$ cat src/rtl/grc_pkg.sv
// Shared types, codes and constants of the glyph column rasteriser.
package grc_pkg;

  localparam int unsigned STORE_DEPTH      = 32768;
  localparam int unsigned UPPER_SET_BASE   = 16384;
  localparam int unsigned MAX_GLYPH_WIDTH  = 16;
  localparam int unsigned MAX_GLYPH_HEIGHT = 24;
  localparam int unsigned MAX_RESULTS      = 64;

  localparam int unsigned CFG_W      = 5;
  localparam int unsigned CFG_IDX_W  = 2;
  localparam logic [7:0]  CODE_FIRST = 8'h20;
  localparam logic [7:0]  CODE_UPPER = 8'hC0;

  typedef enum logic [1:0] {
    OP_WRITE  = 2'd0,
    OP_CURSOR = 2'd1,
    OP_DRAW   = 2'd2,
    OP_NONE   = 2'd3
  } grc_op_e;

  typedef enum logic [CFG_IDX_W-1:0] {
    CFG_LOWER_WIDTH  = 2'd0,
    CFG_LOWER_HEIGHT = 2'd1,
    CFG_UPPER_WIDTH  = 2'd2,
    CFG_UPPER_HEIGHT = 2'd3
  } grc_cfg_idx_e;

  typedef enum logic [2:0] {
    ST_IDLE,
    ST_SETUP,
    ST_MULT,
    ST_RD_WIDTH,
    ST_WIDTH,
    ST_EMIT
  } grc_state_e;

  typedef struct packed {
    logic [1:0]  opcode;
    logic [14:0] store_addr;
    logic [7:0]  store_data;
    logic [7:0]  char_code;
    logic [7:0]  gap;
    logic        transparent;
    logic [15:0] new_x;
    logic [15:0] new_y;
  } grc_req_t;

  typedef struct packed {
    logic [15:0] pixel_x;
    logic [15:0] pixel_y;
    logic [7:0]  ink_bits;
    logic [7:0]  write_bits;
    logic        last;
  } grc_res_t;

  typedef struct packed {
    logic idle;
    logic setup;
    logic mult;
    logic rd_width;
    logic take_width;
    logic emit;
    logic advance;
  } grc_cmd_t;

  typedef struct packed {
    logic draw_start;
    logic skip;
    logic gw_zero;
    logic slot_free;
    logic last_seg;
  } grc_sts_t;

endpackage

$ cat src/rtl/grc_ctrl.sv
// Sequencing state machine of the glyph column rasteriser.
module grc_ctrl (
  input  logic               clk_i,
  input  logic               rst_ni,
  input  grc_pkg::grc_sts_t  sts_i,
  output grc_pkg::grc_cmd_t  cmd_o
);

  grc_pkg::grc_state_e state_q, state_d;

  always_ff @(posedge clk_i or negedge rst_ni) begin
    if (!rst_ni) begin
      state_q <= grc_pkg::ST_IDLE;
    end else begin
      state_q <= state_d;
    end
  end

  always_comb begin
    state_d = state_q;
    case (state_q)
      grc_pkg::ST_IDLE: begin
        if (sts_i.draw_start) state_d = grc_pkg::ST_SETUP;
      end
      grc_pkg::ST_SETUP: begin
        state_d = sts_i.skip ? grc_pkg::ST_IDLE : grc_pkg::ST_MULT;
      end
      grc_pkg::ST_MULT: begin
        state_d = grc_pkg::ST_RD_WIDTH;
      end
      grc_pkg::ST_RD_WIDTH: begin
        state_d = grc_pkg::ST_WIDTH;
      end
      grc_pkg::ST_WIDTH: begin
        state_d = sts_i.gw_zero ? grc_pkg::ST_IDLE : grc_pkg::ST_EMIT;
      end
      grc_pkg::ST_EMIT: begin
        if (sts_i.slot_free && sts_i.last_seg) state_d = grc_pkg::ST_IDLE;
      end
      default: begin
        state_d = grc_pkg::ST_IDLE;
      end
    endcase
  end

  always_comb begin
    cmd_o = '0;
    case (state_q)
      grc_pkg::ST_IDLE: begin
        cmd_o.idle = 1'b1;
      end
      grc_pkg::ST_SETUP: begin
        cmd_o.setup = 1'b1;
      end
      grc_pkg::ST_MULT: begin
        cmd_o.mult = 1'b1;
      end
      grc_pkg::ST_RD_WIDTH: begin
        cmd_o.rd_width = 1'b1;
      end
      grc_pkg::ST_WIDTH: begin
        cmd_o.take_width = 1'b1;
        cmd_o.advance    = sts_i.gw_zero;
      end
      grc_pkg::ST_EMIT: begin
        cmd_o.emit    = sts_i.slot_free;
        cmd_o.advance = sts_i.slot_free && sts_i.last_seg;
      end
      default: begin
        cmd_o = '0;
      end
    endcase
  end

endmodule

$ cat config.mk
export PLATFORM = sky130hd
export DESIGN_NAME = grc_ctrl
export DESIGN_NICKNAME = d
export VERILOG_FILES = /design/src/rtl/grc_pkg.sv /design/src/rtl/grc_ctrl.sv
export SDC_FILE = /design/constraint.sdc
export NUM_CORES = 1
export LEC_CHECK = 0
export ABC_AREA = 1
export CAP_MARGIN = 20
export CORE_AREA = 2 2 39 41
export DETAILED_ROUTE_END_ITERATION = 6
export DIE_AREA = 0 0 41 43
export DONT_BUFFER_PORTS = 1
export HOLD_SLACK_MARGIN = 0.1
export PLACE_DENSITY = 0.33
export SLEW_MARGIN = 20
export SYNTH_ARGS = -nofsm -noshare
export SYNTH_HDL_FRONTEND = slang
export SYNTH_SLANG_ARGS = --single-unit
$ cat constraint.sdc
create_clock -name clk_i -period 1.07 [get_ports clk_i]
set_clock_uncertainty 0.2 [all_clocks]
set_input_delay 0.107 -clock clk_i [delete_from_list [all_inputs] [get_ports clk_i]]
set_output_delay 0.107 -clock clk_i [all_outputs]
set_load 0.01 [all_outputs]
# Yosys cells after proc, flatten, opt, wreduce, memory -nomap -nowiden
# Index checks and enable logic that the tools add are counted.
# word_totals
wordCells,23
n_memories,0
mem_bits_rw,0
ff_bits,3
rom_bits,0
inputBits,7
latchBits,0
# classes
n_eq_ne,7
n_reduce_logical,3
n_mul,0
shifts,0
magnitude_cmp,0
addsub,0
bitwise_logic,0
mux,12
div_mod_pow,0
# ops
op,count
case mux 3 bit (6 select lines),1
two-way mux 3 bit,3
== test 3 x 2 -> 1 bit (second input constant),2
== test 3 bit (second input constant),2
two-way mux 1 bit,6
!= test 2 bit (second input constant),2
== test 3 x 1 -> 1 bit (second input constant),1
logical NOT 3 bit,1
two-way mux 2 bit,1
case mux 1 bit (2 select lines),1
AND reduction 2 bit,1
logical AND 1 bit,1

# Longest topological paths before layout
# Gate-level depths: netlist of run 1.
# logic_depth
word_depth,3
depth_mapped,6

# Worst setup path after synthesis of run 1
# Ideal clock, no wire load.
# synth_timing
kind,reg-to-output
from,reg state_q[0]
to,out cmd_o[0] in the netlist's numbering
arrival_ps,860
setup_slack_ps,-97
stages_incl_launch_ff,4
n_path_buf,0
path_cell_list,dfrtp_1 -> nor2_1 -> nand2_1 -> o22ai_1
# synth_lines
element,line_no,rtl
from (decl),grc_ctrl.sv:9,"grc_pkg::grc_state_e state_q, state_d;"
from (signal assigned),grc_ctrl.sv:13,state_q <= grc_pkg::ST_IDLE;
from (signal assigned),grc_ctrl.sv:15,state_q <= state_d;
to (decl),grc_ctrl.sv:6,output grc_pkg::grc_cmd_t cmd_o

==> results of run 1 <==
## worst register-to-register path, delay by kind of cell (launching register included)
kind,cells,cell delay [ns]
buffers and inverters,1,0.11
flip-flops,1,0.45
AND/OR/NAND/NOR,5,0.43
## synthesized netlist by cell type
cell type | number | area [µm²]
o22ai_1 | 1 | 6.260
nand2_1 | 6 | 22.52
o31ai_1 | 1 | 7.510
nand3_1 | 4 | 20.02
nor2_1 | 3 | 11.26
inv_2 | 1 | 3.750
dfrtp_1 | 3 | 75.07
nand4_1 | 1 | 6.260
inv_1 | 6 | 22.52
buf_2 | 1 | 5.000
nand3b_1 | 2 | 15.01
nor3_1 | 1 | 5.000
nor3_2 | 1 | 10.01
## repair_timing
action / in CTS / in global routing
buffers inserted: 2 / 0
pin swaps: 2 / 0
endpoints found under the hold margin: 6 / 2
endpoints found under the setup margin: 10 / 10
cloned: 0 / 0
resized for setup: 14 / 0
## routing by layer
| layer | vias up | GRT usage |
|---|---|---|
| li1 | 125 | - |
| met1 | 115 | 0.1042 |
| met2 | 4 | 0.1219 |
| met3 | 0 | 0.04712 |
| met4 | 0 | 0.1333 |
| met5 | - | 0 |
## power groups by stage
stage,Sequential (µW),Combinational [µW],Clock [µW]
floorplan,216,380,0
global placement,269,457,0
detailed placement,268,451,0
CTS,308,604,208
global route,324,673,235
finish,307,600,199
## cells by family (layout without fill, tap and decap cells)
kind of cell    count (synthesis)  count (layout)  synth area share
buf+inv                         8              20            0.1488
simple gates                   18              18            0.4285
flops                           3               3            0.3571
compound gates                  2               2           0.06551
## through the flow
stage / power, µW / cells / worst slack (ns)
after global placement: 725.9 / 49 / -0.1397
after floorplan: 596.2 / 31 / -0.01924
final: 1106 / 59 / -0.2886
after CTS: 1120 / 59 / -0.3007
after detailed placement: 718.9 / 49 / -0.1267
after global routing: 1231 / 59 / -0.3645
## how the worst min path moves through the flow
stage | startpoint | end | slack [ns] | cells past startpoint
6_report | sts_i[2] | state_q[2]$_DFFE_PN0P_ | -0.05 | 3
5_1_grt | sts_i[2] | state_q[2]$_DFFE_PN0P_ | -0.04 | 3
4_1_cts | sts_i[2] | state_q[2]$_DFFE_PN0P_ | -0.05 | 3
3_5_place_dp | rst_ni | state_q[0]$_DFFE_PN0P_ | -0.39 | 0
3_3_place_gp | rst_ni | state_q[2]$_DFFE_PN0P_ | -0.39 | 0
2_1_floorplan | rst_ni | state_q[0]$_DFFE_PN0P_ | -0.39 | 0
## area by class of cell
| type | instances | area (µm²) |
|---|---|---|
| fill | 154 | 1005 |
| multi-input combinational | 20 | 143.9 |
| timing repair buffer | 9 | 81.33 |
| sequential | 3 | 78.83 |
| inverter | 7 | 28.78 |
| clock buffer | 4 | 26.28 |
| tap | 16 | 20.02 |
==> out/metrics.cfg, run 1 <==
[critical_path]
path_cells = inv_2 > nor3_4 > buf_6
crit_buf_inv = 2
worstReg2RegStart = state_q[1]$_DFFE_PN0P_
end_kind = primary output
crit_path_end = cmd_o[3]
cp.arrival_ns = 1.05
crit_type = flip-flop to primary output
r2r_end = state_q[0]$_DFFE_PN0P_
crit_start = state_q[0]$_DFFE_PN0P_
cp-start-kind = flip-flop
worstPathRequired_ns = 0.76
critical_path.max_fanout = 6
crit_slowest_cell = dfrtp_2
critPathTopFamily = flip-flops
ff2ff_path_depth = 6
path_depth = 3
worst-r2r-setup-slack_ns = -0.19
cp_slowest_stage_delay_ns = 0.43

[clocking]
ctsHoldBuffers = 4
cts_made_buffers = 3
cts_root_buf = clkbuf_4
clock_latency_ns = 0.23
ctsLongestPathBuffers = 2
cts_tree = done
clk_pin_slew_ns = 0.04
h-tree-depth = 1
numClockSinks = 3

[outcome]
violations = negative hold slack, negative setup slack
status = finished, violations left

[route]
m1WireLength_um = 216
vias = 244
drt_iter0_drc = 1
routed_wl_um = 564
drtAntennaViolNets = 0
routedWlPerCell_um = 9.559
viasPerCell = 4.136
wl_met2_um = 326
dr_wl_met3_um = 21
drt_pass1_iterations = 2
route.detailed.drc = 0
dr.max_layer_used = met3

[sta]
hold_viol = 2
setup_ws_ns = -0.2886
finalCriticalPeriod_ns = 1.359
setup-tns-final_ns = -2.191
hold_slack_ns = -0.05074
max_freq_mhz = 736.0
rsz0062_at_grt = yes
min_period_over_period = 1.270
max-slew-margin-rel = 0.8587
worst_pin_slew_ns = 0.2112
finalSetupViolations = 10
maxSlewViolCount = 0

[placement]
dpl_cell_area_um2 = 262.8
dp_hpwl_um = 441.7
gp_congestion = 0.7555
io_buffers = 0

[grt]
grt_use_total = 0.1008
grt_max_degree = 9
grt-ovfl-total = 0
grt_pass1_vias = 270
grt_pass1_wl_um = 1076
antenna_found_initial = 0

[floorplan]
dieArea_um2 = 1763
die_w_um = 41
rows = 14
coreArea_um2 = 1384
die_y_um = 43
io_pins = 14
initial_core_util = 0.1519

[power]
p_per_area_nw_per_um2 = 2918
power_leakage_uw = 0.0001780
max-vdd-ir-drop_mv = 1.123
switching_power_uw = 506.9
sw_frac_of_total = 0.4582
power.internal_uw = 599.3
p_clk_frac = 0.180
seq_power_share = 0.278
combPwrFrac = 0.542

[cells_and_area]
largest_reg_flops = 3
area_growth_pct = 80.36
final_cell_mix = 5 x nand2_1, 4 x inv_2, 4 x dlygate4sd3_1, 4 x buf_4
final_util = 0.2740
final_area_um2 = 379.1
nets = 51
largest-register = state_q
antenna_cells = 0
drive_above_1_share = 0.5349
layout_commonest_cell = nand2_1
reg.largest.list = state_q x3

[synth]
synth_cell_type_count = 13
postSynthNetCount = 38
ys_seq_area_frac = 0.3571
synth_area_per_cell_um2 = 6.781
ys_seq_elements = 3
syn_inst = 31
synth_area_um2 = 210.2
yosysWarnings = 0

[worst_hold_path]
hp-class = primary input to flip-flop

[job]
drv_cap = 0

Power figures use the tool's default switching activity.
==> run 2: changes to the inputs <==
==> constraint.sdc (replaced) <==
create_clock -name clk_i -period 1.07 [get_ports clk_i]
set_clock_uncertainty 0.2 [all_clocks]
set_input_delay 0.0535 -clock clk_i [delete_from_list [all_inputs] [get_ports clk_i]]
set_output_delay 0.0535 -clock clk_i [all_outputs]
set_load 0.01 [all_outputs]
==> run 2 against run 1 <==
  * The flow still finishes with violations (negative hold slack, negative setup slack)
  * Register-to-register slack barely moved
  * Global-route usage fell by 0.73 points
  * Power rose by 15%
  * Sequential cell count did not move
  * Via count rose by 8.2%
  * Sequential power rose by 6%
  * Die area did not move
  * Routed wire length rose by 20%
  * Combinational power rose by 25%
==> out/metrics.cfg, run 2 (synthesis gave the netlist of run 1 again) <==
[grt]
antenna_found_initial = 0  ; unchanged
grt-ovfl-total = 0  ; unchanged
grt_pass1_vias = 261  ; -3.3%
grt_use_total = 0.09347  ; -0.007339
grt_max_degree = 8  ; -1
grt_pass1_wl_um = 1055  ; -2.0%

[sta]
maxSlewViolCount = 0  ; unchanged
finalSetupViolations = 10  ; unchanged
setup-tns-final_ns = -1.927  ; +0.2636 ns
max-slew-margin-rel = 0.8492  ; -0.009463
rsz0062_at_grt = yes
hold_viol = 2  ; unchanged
max_freq_mhz = 754.5  ; +2.5%
finalCriticalPeriod_ns = 1.325  ; -0.03323 ns
hold_slack_ns = -0.02741  ; +0.02333 ns
worst_pin_slew_ns = 0.2262  ; +0.01497 ns
min_period_over_period = 1.239  ; -0.03105
setup_ws_ns = -0.2554  ; +0.03323 ns

[power]
combPwrFrac = 0.586  ; +0.044
power.internal_uw = 671.9  ; +12%
power_leakage_uw = 0.0001894  ; +6.4%
switching_power_uw = 605.5  ; +19%
max-vdd-ir-drop_mv = 0.6917  ; -38%
sw_frac_of_total = 0.4740  ; +0.01581
p_clk_frac = 0.160  ; -0.020
seq_power_share = 0.255  ; -0.023
p_per_area_nw_per_um2 = 2868  ; -1.7%

[clocking]
ctsHoldBuffers = 5  ; +1
h-tree-depth = 1  ; unchanged
clk_pin_slew_ns = 0.04  ; about the same
numClockSinks = 3  ; unchanged
cts_root_buf = clkbuf_4
ctsLongestPathBuffers = 2  ; unchanged
cts_made_buffers = 3  ; unchanged
clock_latency_ns = 0.24  ; about the same
cts_tree = done

[floorplan]
io_pins = 14  ; unchanged
die_w_um = 41  ; unchanged
die_y_um = 43  ; unchanged
rows = 14  ; unchanged
coreArea_um2 = 1384  ; unchanged
dieArea_um2 = 1763  ; unchanged
initial_core_util = 0.1519  ; unchanged

[outcome]
status = finished, violations left
violations = negative hold slack, negative setup slack

[critical_path]
r2r_end = state_q[0]$_DFFE_PN0P_
cp_slowest_stage_delay_ns = 0.48  ; +0.05 ns
crit_path_end = cmd_o[3]
crit_start = state_q[2]$_DFFE_PN0P_
crit_slowest_cell = dfrtp_2
worst-r2r-setup-slack_ns = -0.18  ; about the same
crit_type = flip-flop to primary output
ff2ff_path_depth = 4  ; -2
cp-start-kind = flip-flop
end_kind = primary output
critical_path.max_fanout = 7  ; +1
cp.arrival_ns = 1.07  ; +0.02 ns
path_cells = nor3_4 > buf_6
worstPathRequired_ns = 0.82  ; +0.06 ns
worstReg2RegStart = state_q[2]$_DFFE_PN0P_

[cells_and_area]
area_growth_pct = 111.9
reg.largest.list = state_q x3
antenna_cells = 0  ; unchanged
fill_cells = 150  ; -2.6%
final_cells = 61  ; +3.4%
largest_reg_flops = 3  ; unchanged
drive_above_1_share = 0.5778  ; +0.04289
final_cell_mix = 5 x nand2_1, 5 x dlygate4sd3_1, 4 x inv_2, 4 x buf_6
largest-register = state_q
nets = 53  ; +3.9%

[placement]
dp_cells = 50  ; +2.0%
gp_congestion = 0.6734  ; -11%
io_buffers = 0  ; unchanged
dp_hpwl_um = 449.2  ; +1.7%

[route]
routedWlPerCell_um = 11.07  ; +16%
drtAntennaViolNets = 0  ; unchanged
route.detailed.drc = 0  ; unchanged
vias = 264  ; +8.2%
drt_pass1_iterations = 2  ; unchanged
viasPerCell = 4.328  ; +4.6%
drt_iter0_drc = 1  ; unchanged
routed_wl_um = 675  ; +20%

[job]
drv_cap = 0  ; unchanged

[worst_hold_path]
hp-class = primary input to flip-flop

## run 2: changes by cell type in the layout (fill, tap and decap cells not counted), moves of 2 or more
cell / delta
nand3_1: -2
buf_6: +3
buf_4: -2
nand3_4: +3
## run 2: power by group through the flow
stage | sequential [µW] | clock [µW] | combinational [µW]
final | 325 | 204 | 748
after global routing | 337 | 226 | 809
after CTS | 305 | 214 | 684
after detailed placement | 271 | 0 | 466
after global placement | 265 | 0 | 480
after floorplan | 216 | 0 | 378
## run 2: metrics by stage
step | cell area, µm² | hold slack [ns] | util | setup WS [ns] | power, µW
after CTS | 416.7 | -0.08345 | 0.3011 | -0.2697 | 1203
after floorplan | 227.7 | -0.4421 | - | -0.03477 | 593.7
after detailed placement | 270.3 | -0.4420 | 0.1953 | -0.1292 | 737.1
after global routing | 445.4 | -0.0005864 | 0.3219 | -0.2962 | 1372
final | 445.4 | -0.02741 | 0.3219 | -0.2554 | 1277
after global placement | 270.3 | -0.4420 | 0.1953 | -0.1487 | 745.1
## run 2: worst min-delay path by stage
stage              from                      to  slack (ns)  cells past startpoint
5_1_grt        sts_i[0]  state_q[0]$_DFFE_PN0P_     -0.0006                      3
3_3_place_gp     rst_ni  state_q[1]$_DFFE_PN0P_       -0.44                      0
4_1_cts        sts_i[0]  state_q[0]$_DFFE_PN0P_       -0.08                      3
6_report       sts_i[0]  state_q[0]$_DFFE_PN0P_       -0.03                      3
3_5_place_dp     rst_ni  state_q[0]$_DFFE_PN0P_       -0.44                      0
2_1_floorplan    rst_ni  state_q[0]$_DFFE_PN0P_       -0.44                      0
## run 2: critical path: cells and delay by family (launching register included)
| family | cells | cell delay, ns |
|---|---|---|
| buffers and inverters | 1 | 0.12 |
| AND/OR/NAND/NOR | 1 | 0.23 |
| flip-flops | 1 | 0.48 |
## run 2: cell type report
class,instances,area (µm²),area share
timing repair buffer,11,110.1,0.2472
tap,16,20.02,0.04494
inverter,7,28.78,0.06461
multi-input combinational,20,181.4,0.4073
clock buffer,4,26.28,0.05899
sequential,3,78.83,0.1770
## run 2: routing by layer
metal	track usage	part of all wire	vias to the layer above
met4	0.08000	0	0
met2	0.1313	0.55	5
met5	0	0	-
met3	0.03141	0.047	0
met1	0.1065	0.40	128
li1	-	-	131
## run 2: timing repair
action / in CTS / in global routing
endpoints found under the setup margin: 10 / 10
pin swaps: 1 / 7
resized for setup: 16 / 7
setup buffers: 3 / 0
endpoints found under the hold margin: 8 / 3
